File: src/design/mer_pkg.sv
// ----------------------------------------------------------------------------
// mer_pkg
// Shared types for the midpoint ellipse rasterizer: operation codes and the
// command and status bundles between the controller and the datapath.
// ----------------------------------------------------------------------------
package mer_pkg;

    localparam logic OP_START = 1'b0;
    localparam logic OP_STEP  = 1'b1;

    // operand pair for the shared multiplier
    typedef enum logic [3:0] {
        MUL_HOLD    = 4'd0,
        MUL_RX_RX   = 4'd1,
        MUL_RY_RY   = 4'd2,
        MUL_RX2_RY  = 4'd3,
        MUL_RY2_X   = 4'd4,
        MUL_RX2_Y   = 4'd5,
        MUL_TX_TX   = 4'd6,
        MUL_RY2_P   = 4'd7,
        MUL_TY_TY   = 4'd8,
        MUL_RX2_P   = 4'd9,
        MUL_RX2_RY2 = 4'd10
    } t_mul_op;

    // how the previous product is consumed
    typedef enum logic [3:0] {
        ACC_NONE  = 4'd0,
        ACC_RX2   = 4'd1,
        ACC_RY2   = 4'd2,
        ACC_INIT  = 4'd3,
        ACC_R1B   = 4'd4,
        ACC_R1C   = 4'd5,
        ACC_SET   = 4'd6,
        ACC_ADD4  = 4'd7,
        ACC_SUB4  = 4'd8,
        ACC_R2B   = 4'd9,
        ACC_R2C   = 4'd10
    } t_acc_op;

    typedef struct packed {
        logic    load_start;
        logic    step_r1;
        logic    step_r2;
        t_mul_op mul_op;
        t_acc_op acc_op;
        logic    emit;
    } t_dp_cmd;

    typedef struct packed {
        logic d_pos;    // decision value > 0
        logic r1_exit;  // ry2*x >= rx2*y
        logic y_zero;
    } t_dp_status;

endpackage

File: src/design/midpoint_ellipse_rasterizer_top.sv
// Sequencing: a start word runs ST1-ST4, a step word R1A-R1C or R2A-R2C, and the
//   step where region 1 hands over to region 2 adds I1-I6; each then waits in EMIT.
// Flow: one word at a time; a new word is taken only once the last result is
//   loaded, and a held result on the output side stalls that load.
// Reset: synchronous active-low; clears controller state and output valid,
//   region goes idle so step words give nothing until a start.
// ----------------------------------------------------------------------------
// midpoint_ellipse_rasterizer_top
// Midpoint ellipse point-set generator with two regions and four-way symmetry.
// ----------------------------------------------------------------------------
module midpoint_ellipse_rasterizer_top
    import mer_pkg::*;
#(
    parameter int RADIUS_BITS = 10,
    parameter int COORD_BITS  = 12
) (
    input  logic i_clk,
    input  logic i_rst_n,
    input  logic s_axis_tvalid,
    output logic s_axis_tready,
    // center_x, center_y, radius_x, radius_y (low bits first), zero padded
    input  logic [((2*(COORD_BITS-1)+2*RADIUS_BITS+7)/8)*8-1:0] s_axis_tdata,
    // operation
    input  logic s_axis_tuser,
    output logic m_axis_tvalid,
    input  logic m_axis_tready,
    // right_x, left_x, top_y, bottom_y (low bits first), zero padded
    output logic [((4*COORD_BITS+7)/8)*8-1:0] m_axis_tdata,
    // last_set
    output logic m_axis_tlast
);

    localparam int CB      = COORD_BITS;
    localparam int RB      = RADIUS_BITS;
    localparam int IN_W    = 2 * (CB - 1) + 2 * RB;
    localparam int IN_TW   = ((IN_W + 7) / 8) * 8;
    localparam int OUT_W   = 4 * CB;
    localparam int OUT_TW  = ((OUT_W + 7) / 8) * 8;

    t_dp_cmd    w_cmd;
    t_dp_status w_status;
    logic [CB-1:0] w_rx, w_lx, w_ty, w_by;
    logic [IN_TW-1:0] w_in_data;

    assign w_in_data = s_axis_tdata;

    mer_ctrl u_ctrl (
        .i_clk       (i_clk),
        .i_rst_n     (i_rst_n),
        .i_in_valid  (s_axis_tvalid),
        .i_in_op     (s_axis_tuser),
        .i_out_ready (m_axis_tready),
        .i_status    (w_status),
        .o_in_ready  (s_axis_tready),
        .o_out_valid (m_axis_tvalid),
        .o_cmd       (w_cmd)
    );

    mer_dp #(
        .RB (RB),
        .CB (CB)
    ) u_dp (
        .i_clk      (i_clk),
        .i_cmd      (w_cmd),
        .i_center_x (w_in_data[CB-2:0]),
        .i_center_y (w_in_data[2*(CB-1)-1:CB-1]),
        .i_radius_x (w_in_data[2*(CB-1)+RB-1:2*(CB-1)]),
        .i_radius_y (w_in_data[IN_W-1:2*(CB-1)+RB]),
        .o_status   (w_status),
        .o_right_x  (w_rx),
        .o_left_x   (w_lx),
        .o_top_y    (w_ty),
        .o_bottom_y (w_by),
        .o_last_set (m_axis_tlast)
    );

    generate
        if (OUT_TW > OUT_W) begin : g_pad
            assign m_axis_tdata = {{(OUT_TW-OUT_W){1'b0}}, w_by, w_ty, w_lx, w_rx};
        end else begin : g_nopad
            assign m_axis_tdata = {w_by, w_ty, w_lx, w_rx};
        end
    endgenerate

    // a new word only lands in the output register when the slot is free
    a_emit_slot: assert property (@(posedge i_clk) disable iff (!i_rst_n)
        w_cmd.emit |-> (!m_axis_tvalid || m_axis_tready))
        else $error("result loaded over an untaken word");

    a_one_load: assert property (@(posedge i_clk) disable iff (!i_rst_n)
        $onehot0({w_cmd.load_start, w_cmd.step_r1, w_cmd.step_r2}))
        else $error("conflicting datapath load commands");

    a_no_overlap: assert property (@(posedge i_clk) disable iff (!i_rst_n)
        (s_axis_tvalid && s_axis_tready) |-> !w_cmd.emit)
        else $error("input accepted while a result is being produced");

    a_load_on_accept: assert property (@(posedge i_clk) disable iff (!i_rst_n)
        (w_cmd.load_start || w_cmd.step_r1 || w_cmd.step_r2)
            |-> (s_axis_tvalid && s_axis_tready))
        else $error("datapath load without an accepted word");

endmodule

File: src/design/mer_dp.sv
// ----------------------------------------------------------------------------
// mer_dp
// Datapath: held center and radii, offsets, decision value, one shared
// multiplier with a registered product, and the output word register.
// ----------------------------------------------------------------------------
module mer_dp
    import mer_pkg::*;
#(
    parameter int RB = 10,
    parameter int CB = 12
) (
    input  logic                 i_clk,
    input  t_dp_cmd              i_cmd,
    input  logic signed [CB-2:0] i_center_x,
    input  logic signed [CB-2:0] i_center_y,
    input  logic        [RB-1:0] i_radius_x,
    input  logic        [RB-1:0] i_radius_y,
    output t_dp_status           o_status,
    output logic        [CB-1:0] o_right_x,
    output logic        [CB-1:0] o_left_x,
    output logic        [CB-1:0] o_top_y,
    output logic        [CB-1:0] o_bottom_y,
    output logic                 o_last_set
);

    localparam int XW  = RB + 1;
    localparam int TW  = RB + 2;
    localparam int AW  = 2 * RB;
    localparam int BW  = 2 * RB + 4;
    localparam int PW  = AW + BW;
    localparam int DW  = PW + 4;
    localparam int SW  = CB + RB + 2;

    logic signed [CB-2:0] r_cx, r_cy;
    logic        [RB-1:0] r_rx, r_ry;
    logic        [AW-1:0] r_rx2, r_ry2;
    logic        [XW-1:0] r_x, r_y;
    logic        [DW-1:0] r_d;
    logic        [PW-1:0] r_prod, r_tmp;
    logic                 r_flag;
    logic        [CB-1:0] r_out_rx, r_out_lx, r_out_ty, r_out_by;
    logic                 r_out_last;

    logic [RB-1:0] rx_sat, ry_sat;
    logic [TW-1:0] tx;
    logic [XW-1:0] ty;
    logic [AW-1:0] mul_a;
    logic [BW-1:0] mul_b;
    logic [PW-1:0] mul_p;
    logic [DW-1:0] prod_ext, rx2_ext, ry2_ext;
    logic [DW-1:0] n_d;
    logic [SW-1:0] cx_ext, cy_ext, x_ext, y_ext;
    logic [SW-1:0] sum_rx, sum_lx, sum_ty, sum_by;

    assign rx_sat = (i_radius_x == '0) ? {{(RB-1){1'b0}}, 1'b1} : i_radius_x;
    assign ry_sat = (i_radius_y == '0) ? {{(RB-1){1'b0}}, 1'b1} : i_radius_y;

    assign tx = {r_x, 1'b1};
    // |y-1|: y = 0 only where region 1 ends on the axis
    assign ty = (r_y == '0) ? {{(XW-1){1'b0}}, 1'b1} : r_y - {{(XW-1){1'b0}}, 1'b1};

    always_comb begin
        mul_a = '0;
        mul_b = '0;
        unique case (i_cmd.mul_op)
            MUL_RX_RX:   begin mul_a = {{RB{1'b0}}, r_rx};  mul_b = {{(BW-RB){1'b0}}, r_rx}; end
            MUL_RY_RY:   begin mul_a = {{RB{1'b0}}, r_ry};  mul_b = {{(BW-RB){1'b0}}, r_ry}; end
            MUL_RX2_RY:  begin mul_a = r_rx2; mul_b = {{(BW-RB){1'b0}}, r_ry}; end
            MUL_RY2_X:   begin mul_a = r_ry2; mul_b = {{(BW-XW){1'b0}}, r_x}; end
            MUL_RX2_Y:   begin mul_a = r_rx2; mul_b = {{(BW-XW){1'b0}}, r_y}; end
            MUL_TX_TX:   begin mul_a = {{(AW-TW){1'b0}}, tx}; mul_b = {{(BW-TW){1'b0}}, tx}; end
            MUL_RY2_P:   begin mul_a = r_ry2; mul_b = r_prod[BW-1:0]; end
            MUL_TY_TY:   begin mul_a = {{(AW-XW){1'b0}}, ty}; mul_b = {{(BW-XW){1'b0}}, ty}; end
            MUL_RX2_P:   begin mul_a = r_rx2; mul_b = r_prod[BW-1:0]; end
            MUL_RX2_RY2: begin mul_a = r_rx2; mul_b = {{(BW-AW){1'b0}}, r_ry2}; end
            MUL_HOLD:    begin mul_a = '0; mul_b = '0; end
            default:     begin mul_a = '0; mul_b = '0; end
        endcase
    end

    assign mul_p    = mul_a * mul_b;
    assign prod_ext = {{(DW-PW){1'b0}}, r_prod};
    assign rx2_ext  = {{(DW-AW){1'b0}}, r_rx2};
    assign ry2_ext  = {{(DW-AW){1'b0}}, r_ry2};

    // decision value update, all terms scaled by 4
    always_comb begin
        n_d = r_d;
        unique case (i_cmd.acc_op)
            ACC_INIT: n_d = (ry2_ext << 2) - (prod_ext << 2) + rx2_ext;
            ACC_R1B:  n_d = r_d + (prod_ext << 3) + (ry2_ext << 2);
            ACC_R1C:  n_d = r_flag ? r_d - (prod_ext << 3) : r_d;
            ACC_SET:  n_d = prod_ext;
            ACC_ADD4: n_d = r_d + (prod_ext << 2);
            ACC_SUB4: n_d = r_d - (prod_ext << 2);
            ACC_R2B:  n_d = r_d - (prod_ext << 3) + (rx2_ext << 2);
            ACC_R2C:  n_d = r_flag ? r_d + (prod_ext << 3) : r_d;
            ACC_NONE, ACC_RX2, ACC_RY2: n_d = r_d;
            default:  n_d = r_d;
        endcase
    end

    always_ff @(posedge i_clk) begin
        if (i_cmd.mul_op != MUL_HOLD) begin
            r_prod <= mul_p;
        end
        if (i_cmd.acc_op == ACC_RX2) begin
            r_rx2 <= r_prod[AW-1:0];
        end
        if (i_cmd.acc_op == ACC_RY2) begin
            r_ry2 <= r_prod[AW-1:0];
        end
        if (i_cmd.acc_op == ACC_R1B) begin
            r_tmp <= r_prod;
        end
        r_d <= n_d;

        if (i_cmd.load_start) begin
            r_cx <= i_center_x;
            r_cy <= i_center_y;
            r_rx <= rx_sat;
            r_ry <= ry_sat;
            r_x  <= '0;
            r_y  <= {1'b0, ry_sat};
        end else if (i_cmd.step_r1) begin
            r_flag <= o_status.d_pos;
            r_x    <= r_x + {{(XW-1){1'b0}}, 1'b1};
            r_y    <= r_y - {{(XW-1){1'b0}}, o_status.d_pos};
        end else if (i_cmd.step_r2) begin
            r_flag <= !o_status.d_pos;
            r_x    <= r_x + {{(XW-1){1'b0}}, !o_status.d_pos};
            r_y    <= r_y - {{(XW-1){1'b0}}, 1'b1};
        end

        if (i_cmd.emit) begin
            r_out_rx   <= sum_rx[CB-1:0];
            r_out_lx   <= sum_lx[CB-1:0];
            r_out_ty   <= sum_ty[CB-1:0];
            r_out_by   <= sum_by[CB-1:0];
            r_out_last <= o_status.y_zero;
        end
    end

    assign cx_ext = {{(SW-CB+1){r_cx[CB-2]}}, r_cx};
    assign cy_ext = {{(SW-CB+1){r_cy[CB-2]}}, r_cy};
    assign x_ext  = {{(SW-XW){1'b0}}, r_x};
    assign y_ext  = {{(SW-XW){1'b0}}, r_y};
    assign sum_rx = cx_ext + x_ext;
    assign sum_lx = cx_ext - x_ext;
    assign sum_ty = cy_ext + y_ext;
    assign sum_by = cy_ext - y_ext;

    assign o_status.d_pos   = !r_d[DW-1] && (r_d != '0);
    assign o_status.r1_exit = (r_tmp >= r_prod);
    assign o_status.y_zero  = (r_y == '0);

    assign o_right_x  = r_out_rx;
    assign o_left_x   = r_out_lx;
    assign o_top_y    = r_out_ty;
    assign o_bottom_y = r_out_by;
    assign o_last_set = r_out_last;

endmodule

File: src/design/mer_ctrl.sv
// ----------------------------------------------------------------------------
// mer_ctrl
// Controller: sequences the shared multiplier and the decision updates for
// start, region-1 and region-2 steps, tracks the region, owns output valid.
// ----------------------------------------------------------------------------
module mer_ctrl
    import mer_pkg::*;
(
    input  logic       i_clk,
    input  logic       i_rst_n,
    input  logic       i_in_valid,
    input  logic       i_in_op,
    input  logic       i_out_ready,
    input  t_dp_status i_status,
    output logic       o_in_ready,
    output logic       o_out_valid,
    output t_dp_cmd    o_cmd
);

    typedef enum logic [17:0] {
        S_IDLE = 18'h00001,
        S_ST1  = 18'h00002,
        S_ST2  = 18'h00004,
        S_ST3  = 18'h00008,
        S_ST4  = 18'h00010,
        S_R1A  = 18'h00020,
        S_R1B  = 18'h00040,
        S_R1C  = 18'h00080,
        S_I1   = 18'h00100,
        S_I2   = 18'h00200,
        S_I3   = 18'h00400,
        S_I4   = 18'h00800,
        S_I5   = 18'h01000,
        S_I6   = 18'h02000,
        S_R2A  = 18'h04000,
        S_R2B  = 18'h08000,
        S_R2C  = 18'h10000,
        S_EMIT = 18'h20000
    } t_state;

    typedef enum logic [1:0] {
        REG_ONE  = 2'b00,
        REG_TWO  = 2'b01,
        REG_DONE = 2'b10
    } t_region;

    t_state  r_state, n_state;
    t_region r_region, n_region;
    logic    r_out_valid, n_out_valid;

    always_comb begin
        n_state           = r_state;
        n_region          = r_region;
        o_in_ready        = 1'b0;
        o_cmd.load_start  = 1'b0;
        o_cmd.step_r1     = 1'b0;
        o_cmd.step_r2     = 1'b0;
        o_cmd.mul_op      = MUL_HOLD;
        o_cmd.acc_op      = ACC_NONE;
        o_cmd.emit        = 1'b0;
        unique case (r_state)
            S_IDLE: begin
                o_in_ready = 1'b1;
                if (i_in_valid) begin
                    if (i_in_op == OP_START) begin
                        o_cmd.load_start = 1'b1;
                        n_region         = REG_ONE;
                        n_state          = S_ST1;
                    end else if (r_region == REG_ONE) begin
                        o_cmd.step_r1 = 1'b1;
                        n_state       = S_R1A;
                    end else if (r_region == REG_TWO) begin
                        o_cmd.step_r2 = 1'b1;
                        n_state       = S_R2A;
                    end
                end
            end
            S_ST1: begin
                o_cmd.mul_op = MUL_RX_RX;
                n_state      = S_ST2;
            end
            S_ST2: begin
                o_cmd.mul_op = MUL_RY_RY;
                o_cmd.acc_op = ACC_RX2;
                n_state      = S_ST3;
            end
            S_ST3: begin
                o_cmd.mul_op = MUL_RX2_RY;
                o_cmd.acc_op = ACC_RY2;
                n_state      = S_ST4;
            end
            S_ST4: begin
                o_cmd.acc_op = ACC_INIT;
                n_state      = S_EMIT;
            end
            S_R1A: begin
                o_cmd.mul_op = MUL_RY2_X;
                n_state      = S_R1B;
            end
            S_R1B: begin
                o_cmd.mul_op = MUL_RX2_Y;
                o_cmd.acc_op = ACC_R1B;
                n_state      = S_R1C;
            end
            S_R1C: begin
                o_cmd.acc_op = ACC_R1C;
                if (i_status.r1_exit) begin
                    n_region = REG_TWO;
                    n_state  = S_I1;
                end else begin
                    n_state = S_EMIT;
                end
            end
            // region 2 entry: ry2*(2x+1)^2 + 4*rx2*(y-1)^2 - 4*rx2*ry2
            S_I1: begin
                o_cmd.mul_op = MUL_TX_TX;
                n_state      = S_I2;
            end
            S_I2: begin
                o_cmd.mul_op = MUL_RY2_P;
                n_state      = S_I3;
            end
            S_I3: begin
                o_cmd.mul_op = MUL_TY_TY;
                o_cmd.acc_op = ACC_SET;
                n_state      = S_I4;
            end
            S_I4: begin
                o_cmd.mul_op = MUL_RX2_P;
                n_state      = S_I5;
            end
            S_I5: begin
                o_cmd.mul_op = MUL_RX2_RY2;
                o_cmd.acc_op = ACC_ADD4;
                n_state      = S_I6;
            end
            S_I6: begin
                o_cmd.acc_op = ACC_SUB4;
                n_state      = S_EMIT;
            end
            S_R2A: begin
                o_cmd.mul_op = MUL_RX2_Y;
                n_state      = S_R2B;
            end
            S_R2B: begin
                o_cmd.mul_op = MUL_RY2_X;
                o_cmd.acc_op = ACC_R2B;
                n_state      = S_R2C;
            end
            S_R2C: begin
                o_cmd.acc_op = ACC_R2C;
                n_state      = S_EMIT;
            end
            S_EMIT: begin
                if (!r_out_valid || i_out_ready) begin
                    o_cmd.emit = 1'b1;
                    if (i_status.y_zero) begin
                        n_region = REG_DONE;
                    end
                    n_state = S_IDLE;
                end
            end
            default: n_state = S_IDLE;
        endcase
    end

    always_comb begin
        n_out_valid = r_out_valid;
        if (o_cmd.emit) begin
            n_out_valid = 1'b1;
        end else if (i_out_ready) begin
            n_out_valid = 1'b0;
        end
    end

    always_ff @(posedge i_clk) begin
        if (!i_rst_n) begin
            r_state     <= S_IDLE;
            r_region    <= REG_DONE;
            r_out_valid <= 1'b0;
        end else begin
            r_state     <= n_state;
            r_region    <= n_region;
            r_out_valid <= n_out_valid;
        end
    end

    assign o_out_valid = r_out_valid;

endmodule

File: config.mk
export PLATFORM = sky130hd
export DESIGN_NAME = midpoint_ellipse_rasterizer_top
export DESIGN_NICKNAME = d
export VERILOG_FILES = /design/src/design/mer_pkg.sv /design/src/design/midpoint_ellipse_rasterizer_top.sv /design/src/design/mer_dp.sv /design/src/design/mer_ctrl.sv
export SDC_FILE = /design/constraint.sdc
export NUM_CORES = 2
export LEC_CHECK = 0
export BUFFER_PORTS_ARGS = -buffer_cell sky130_fd_sc_hd__buf_4
export CORE_MARGIN = 2
export CORE_UTILIZATION = 35
export CTS_CLUSTER_DIAMETER = 40
export CTS_CLUSTER_SIZE = 20
export DETAILED_ROUTE_END_ITERATION = 16
export MAX_ROUTING_LAYER = met4
export PLACE_DENSITY = 0.55
export SLEW_MARGIN = 40
export SYNTH_ARGS = -nofsm -noshare
export SYNTH_HDL_FRONTEND = slang
export SYNTH_SLANG_ARGS = --single-unit
File: constraint.sdc
create_clock -name i_clk -period 14.2 [get_ports i_clk]
set_clock_uncertainty 0.1 [all_clocks]
set_input_delay 2.84 -clock i_clk [delete_from_list [all_inputs] [get_ports i_clk]]
set_output_delay 2.84 -clock i_clk [all_outputs]
set_load 0.01 [all_outputs]
==> out/results.tsv <==
metric	value	unit
largest net degree at the start of global routing	68	
Synth async-reset ratio	0	%
die area	132000	µm²
pwr/cell area	61.0	nW/µm²
Slew Viols, Final	0	
drt first pass iters	6	
Setup Crit Path Kind	reg2reg	
unrepaired setup endpoints after global routing	false	
GPL Wtd Cong	0.987	
CTS buffer count	68	
Final Hold Fails	0	
DRT antenna net count	0	
row cnt	131	
r2r setup slk	2.24	ns
part of the cycle the worst path needs	84.2	%
post-synthesis compound-gate area fraction	17.6	%
Slowest cell on crit path	nor4bb_4	
# Post-CTS Setup Buffers	0	
total of max-cap violations	0	
design area	50500	µm²
Synth Area in XOR/XNOR	7.89	%
later-pin clock latency in the skew report	0.66	ns
Initial Util	35.3	%
core area	128000	µm²
synth top area cells	edfxtp_1 18%, fa_1 18%, ha_1 13%, xnor2_1 5.8%, inv_1 5.4%	
post-synthesis adder-cell area fraction	30.7	%
clk root buf	clkbuf_16	
Die W	363	µm
cell taking the most area after synthesis	edfxtp_1	
hold crit path type	reg2reg	
cells after synthesis	5226	
post-route minimum period	11.96	ns
Clock H-tree levels	3	
Ys Warns	0	
worst-case hold slack	0.399	ns
syn nets	6142	
Startpoint Class	flip-flop	
slew margin rel.	39.8	%
Hold Buf Count CTS	0	
CTS Buffer Depth	3	
required time of the critical path	14.47	ns
Layout Nets	6195	
worst stage delay on the critical path	0.74	ns
Avg Synthesized Cell Area	8.63	µm²
Yosys reg bits	309	
Total Routed Length	160000	µm
Synth top area share	18.4	%
Synth cell types	99	
Max Fclk	83.6	MHz
first-pass GRT wire length	246000	µm
most common flop cell mapped by yosys	edfxtp_1	
vias in the first global route	39800	
setup TNS	0	ns
DR iter-0 viols	3832	
routed vias	39800	
CTS tree	yes	
IO Port Bufs	97	
num ports	104	
ratio of cells with drive above 1 in the final layout	7.95	%
area grow syn2layout	11.9	%
Tot GR Track Use	25.1	%
post-CTS resize count	0	
DRC	0	
largest family of logic cells by synthesized area	adder cells	
Area after DPL	48000	µm²
Netlist Area Pre-Place	45100	µm²
post-synthesis mux area share	0.161	%
Sink Count	309	
simple-gate share of the synthesized area	16.4	%
Max FO, Critical Path	29	
number of flops mapped to enable cells by yosys	276	
status	finished clean	
CP arrival	12.23	ns
drt wl/cell	22.9	µm
vias per cell	5.69	
Leak	22.0	nW
Overflow after GRT	0	
hpwl dp	128000	µm
Seq/Total Area, Yosys	19.9	%
final worst slack	2.24	ns
die height	363	µm
clock slew seen by the registers of the worst setup and hold paths	0.05	ns
initial antenna violation count	5	
Final setup viols	0	
Fillers	12900	
Worst-Margin Slew	0.893	ns
Tot Pwr	3.08	mW
Worst VDD drop	0.0771	mV
Post-Place Setup Slack	2.28	ns
Crit. End Element	flip-flop	
==> per-stage QoR <==
step	std cells	util, %
finish	6998	39.5
global route	6998	39.5
CTS	6995	39.5
detailed placement	6870	37.6
global placement	6867	37.5
floorplan	5226	-
==> cells in the mapped netlist (43+ instances only) <==
| cell type | instances |
|---|---|
| o21ai_0 | 172 |
| nand2_1 | 502 |
| nand2b_1 | 47 |
| a21o_1 | 143 |
| xor2_1 | 109 |
| o21bai_1 | 56 |
| nor4_1 | 55 |
| a21oi_1 | 347 |
| clkbuf_1 | 188 |
| nor2_1 | 481 |
| nor3_1 | 96 |
| ha_1 | 460 |
| nand4_1 | 44 |
| nand3_1 | 97 |
| edfxtp_1 | 276 |
| inv_1 | 648 |
| fa_1 | 403 |
| and3_1 | 43 |
| xnor2_1 | 297 |
==> cell usage in the layout (no fill, tap or decap), types with 20 or more instances in the layout <==
| master | netlist | routed |
|---|---|---|
| o21ai_0 | 172 | 171 |
| o21bai_1 | 56 | 56 |
| ha_1 | 460 | 460 |
| o31ai_1 | 32 | 31 |
| nand3_1 | 97 | 92 |
| and2_1 | 40 | 40 |
| a21o_1 | 143 | 143 |
| a22oi_1 | 31 | 31 |
| o21ai_1 | 19 | 20 |
| nand2b_1 | 47 | 47 |
| a222oi_1 | 24 | 24 |
| xor2_1 | 109 | 109 |
| nor2_1 | 481 | 479 |
| dfxtp_1 | 33 | 33 |
| nand4_1 | 44 | 44 |
| o211ai_1 | 22 | 22 |
| xnor2_1 | 297 | 297 |
| or3_1 | 29 | 29 |
| o21a_1 | 36 | 35 |
| nand2_1 | 502 | 502 |
| o221ai_1 | 28 | 28 |
| clkbuf_16 | 0 | 71 |
| nor3_1 | 96 | 92 |
| nor2b_1 | 39 | 38 |
| a21oi_1 | 347 | 346 |
| a22o_1 | 22 | 22 |
| a31oi_1 | 31 | 31 |
| nor4_1 | 55 | 52 |
| a211oi_1 | 36 | 35 |
| a221oi_1 | 32 | 30 |
| fa_1 | 403 | 403 |
| edfxtp_1 | 276 | 276 |
| inv_1 | 648 | 647 |
| and3_1 | 43 | 43 |
| buf_4 | 4 | 198 |
==> cell families after synthesis <==
family          count (synthesis)
xor+xnor                      406
compound gates               1183
flops                         309
mux                             7
fa+ha+maj                     863
simple gates                 1580
buf+inv                       878
==> routing by layer <==
metal	global-route usage [%]	vias up	share of wire (%)
met5	-	-	0
met2	37.0	1678	43
met4	7.78	0	3.2
met3	4.51	280	8.6
met1	34.8	19700	45
li1	-	18200	-
==> critical path, delay by kind of cell (launching register included) <==
family	cells	cell delay [ns]
flip-flops	1	0.37
adder cells (fa/ha/maj)	8	3.86
AND/OR/NAND/NOR	12	2.80
buffers and inverters	10	1.35
XOR/XNOR	1	0.12
AO/OA/AOI/OAI	9	3.02
==> final cells by class <==
type | count | area (µm²) | area share [%]
Antenna cell | 2 | 5.00 | 0.00992
Clock buffer | 78 | 1820 | 3.61
Clock inverter | 47 | 601 | 1.19
Inverter | 658 | 2470 | 4.90
Multi-Input combinational cell | 4039 | 33000 | 65.4
Sequential cell | 309 | 8950 | 17.7
Tap cell | 1662 | 2080 | 4.12
Timing Repair Buffer | 203 | 1520 | 3.02
==> power breakdown <==
part	internal, mW	leakage, nW	switching [mW]
logic	0.131	18.1	0.222
clock network	1.09	1.18	0.599
registers	1.01	2.74	0.0241
total	2.23	22.0	0.845
==> worst paths after layout <==
| check | startpoint | cells past startpoint | endpoint |
|---|---|---|---|
| min | u_ctrl.r_state[14] | 2 | u_ctrl.r_state[15] |
| max | u_ctrl.r_state[9] | 40 | u_dp.r_prod[41] |
| max reg2reg | u_ctrl.r_state[9] | 40 | u_dp.r_prod[41] |
| min reg2reg | u_ctrl.r_state[14] | 2 | u_ctrl.r_state[15] |
==> state kept, by name (all words and copies together), names as in the netlist, 10 cells and up <==
name,flops
u_dp.r_prod,44
u_dp.r_tmp,44
u_ctrl.r_state,18
u_dp.o_right_x,11
u_dp.r_x,11
u_dp.r_y,11
u_dp.r_d,48
u_dp.r_cx,11
u_dp.o_top_y,12
u_dp.o_left_x,12
u_dp.r_rx,10
u_dp.r_ry2,20
u_dp.r_cy,11
u_dp.o_bottom_y,11
u_dp.r_rx2,20
u_dp.r_ry,10
Note: power is estimated with default switching activity, not from simulation.
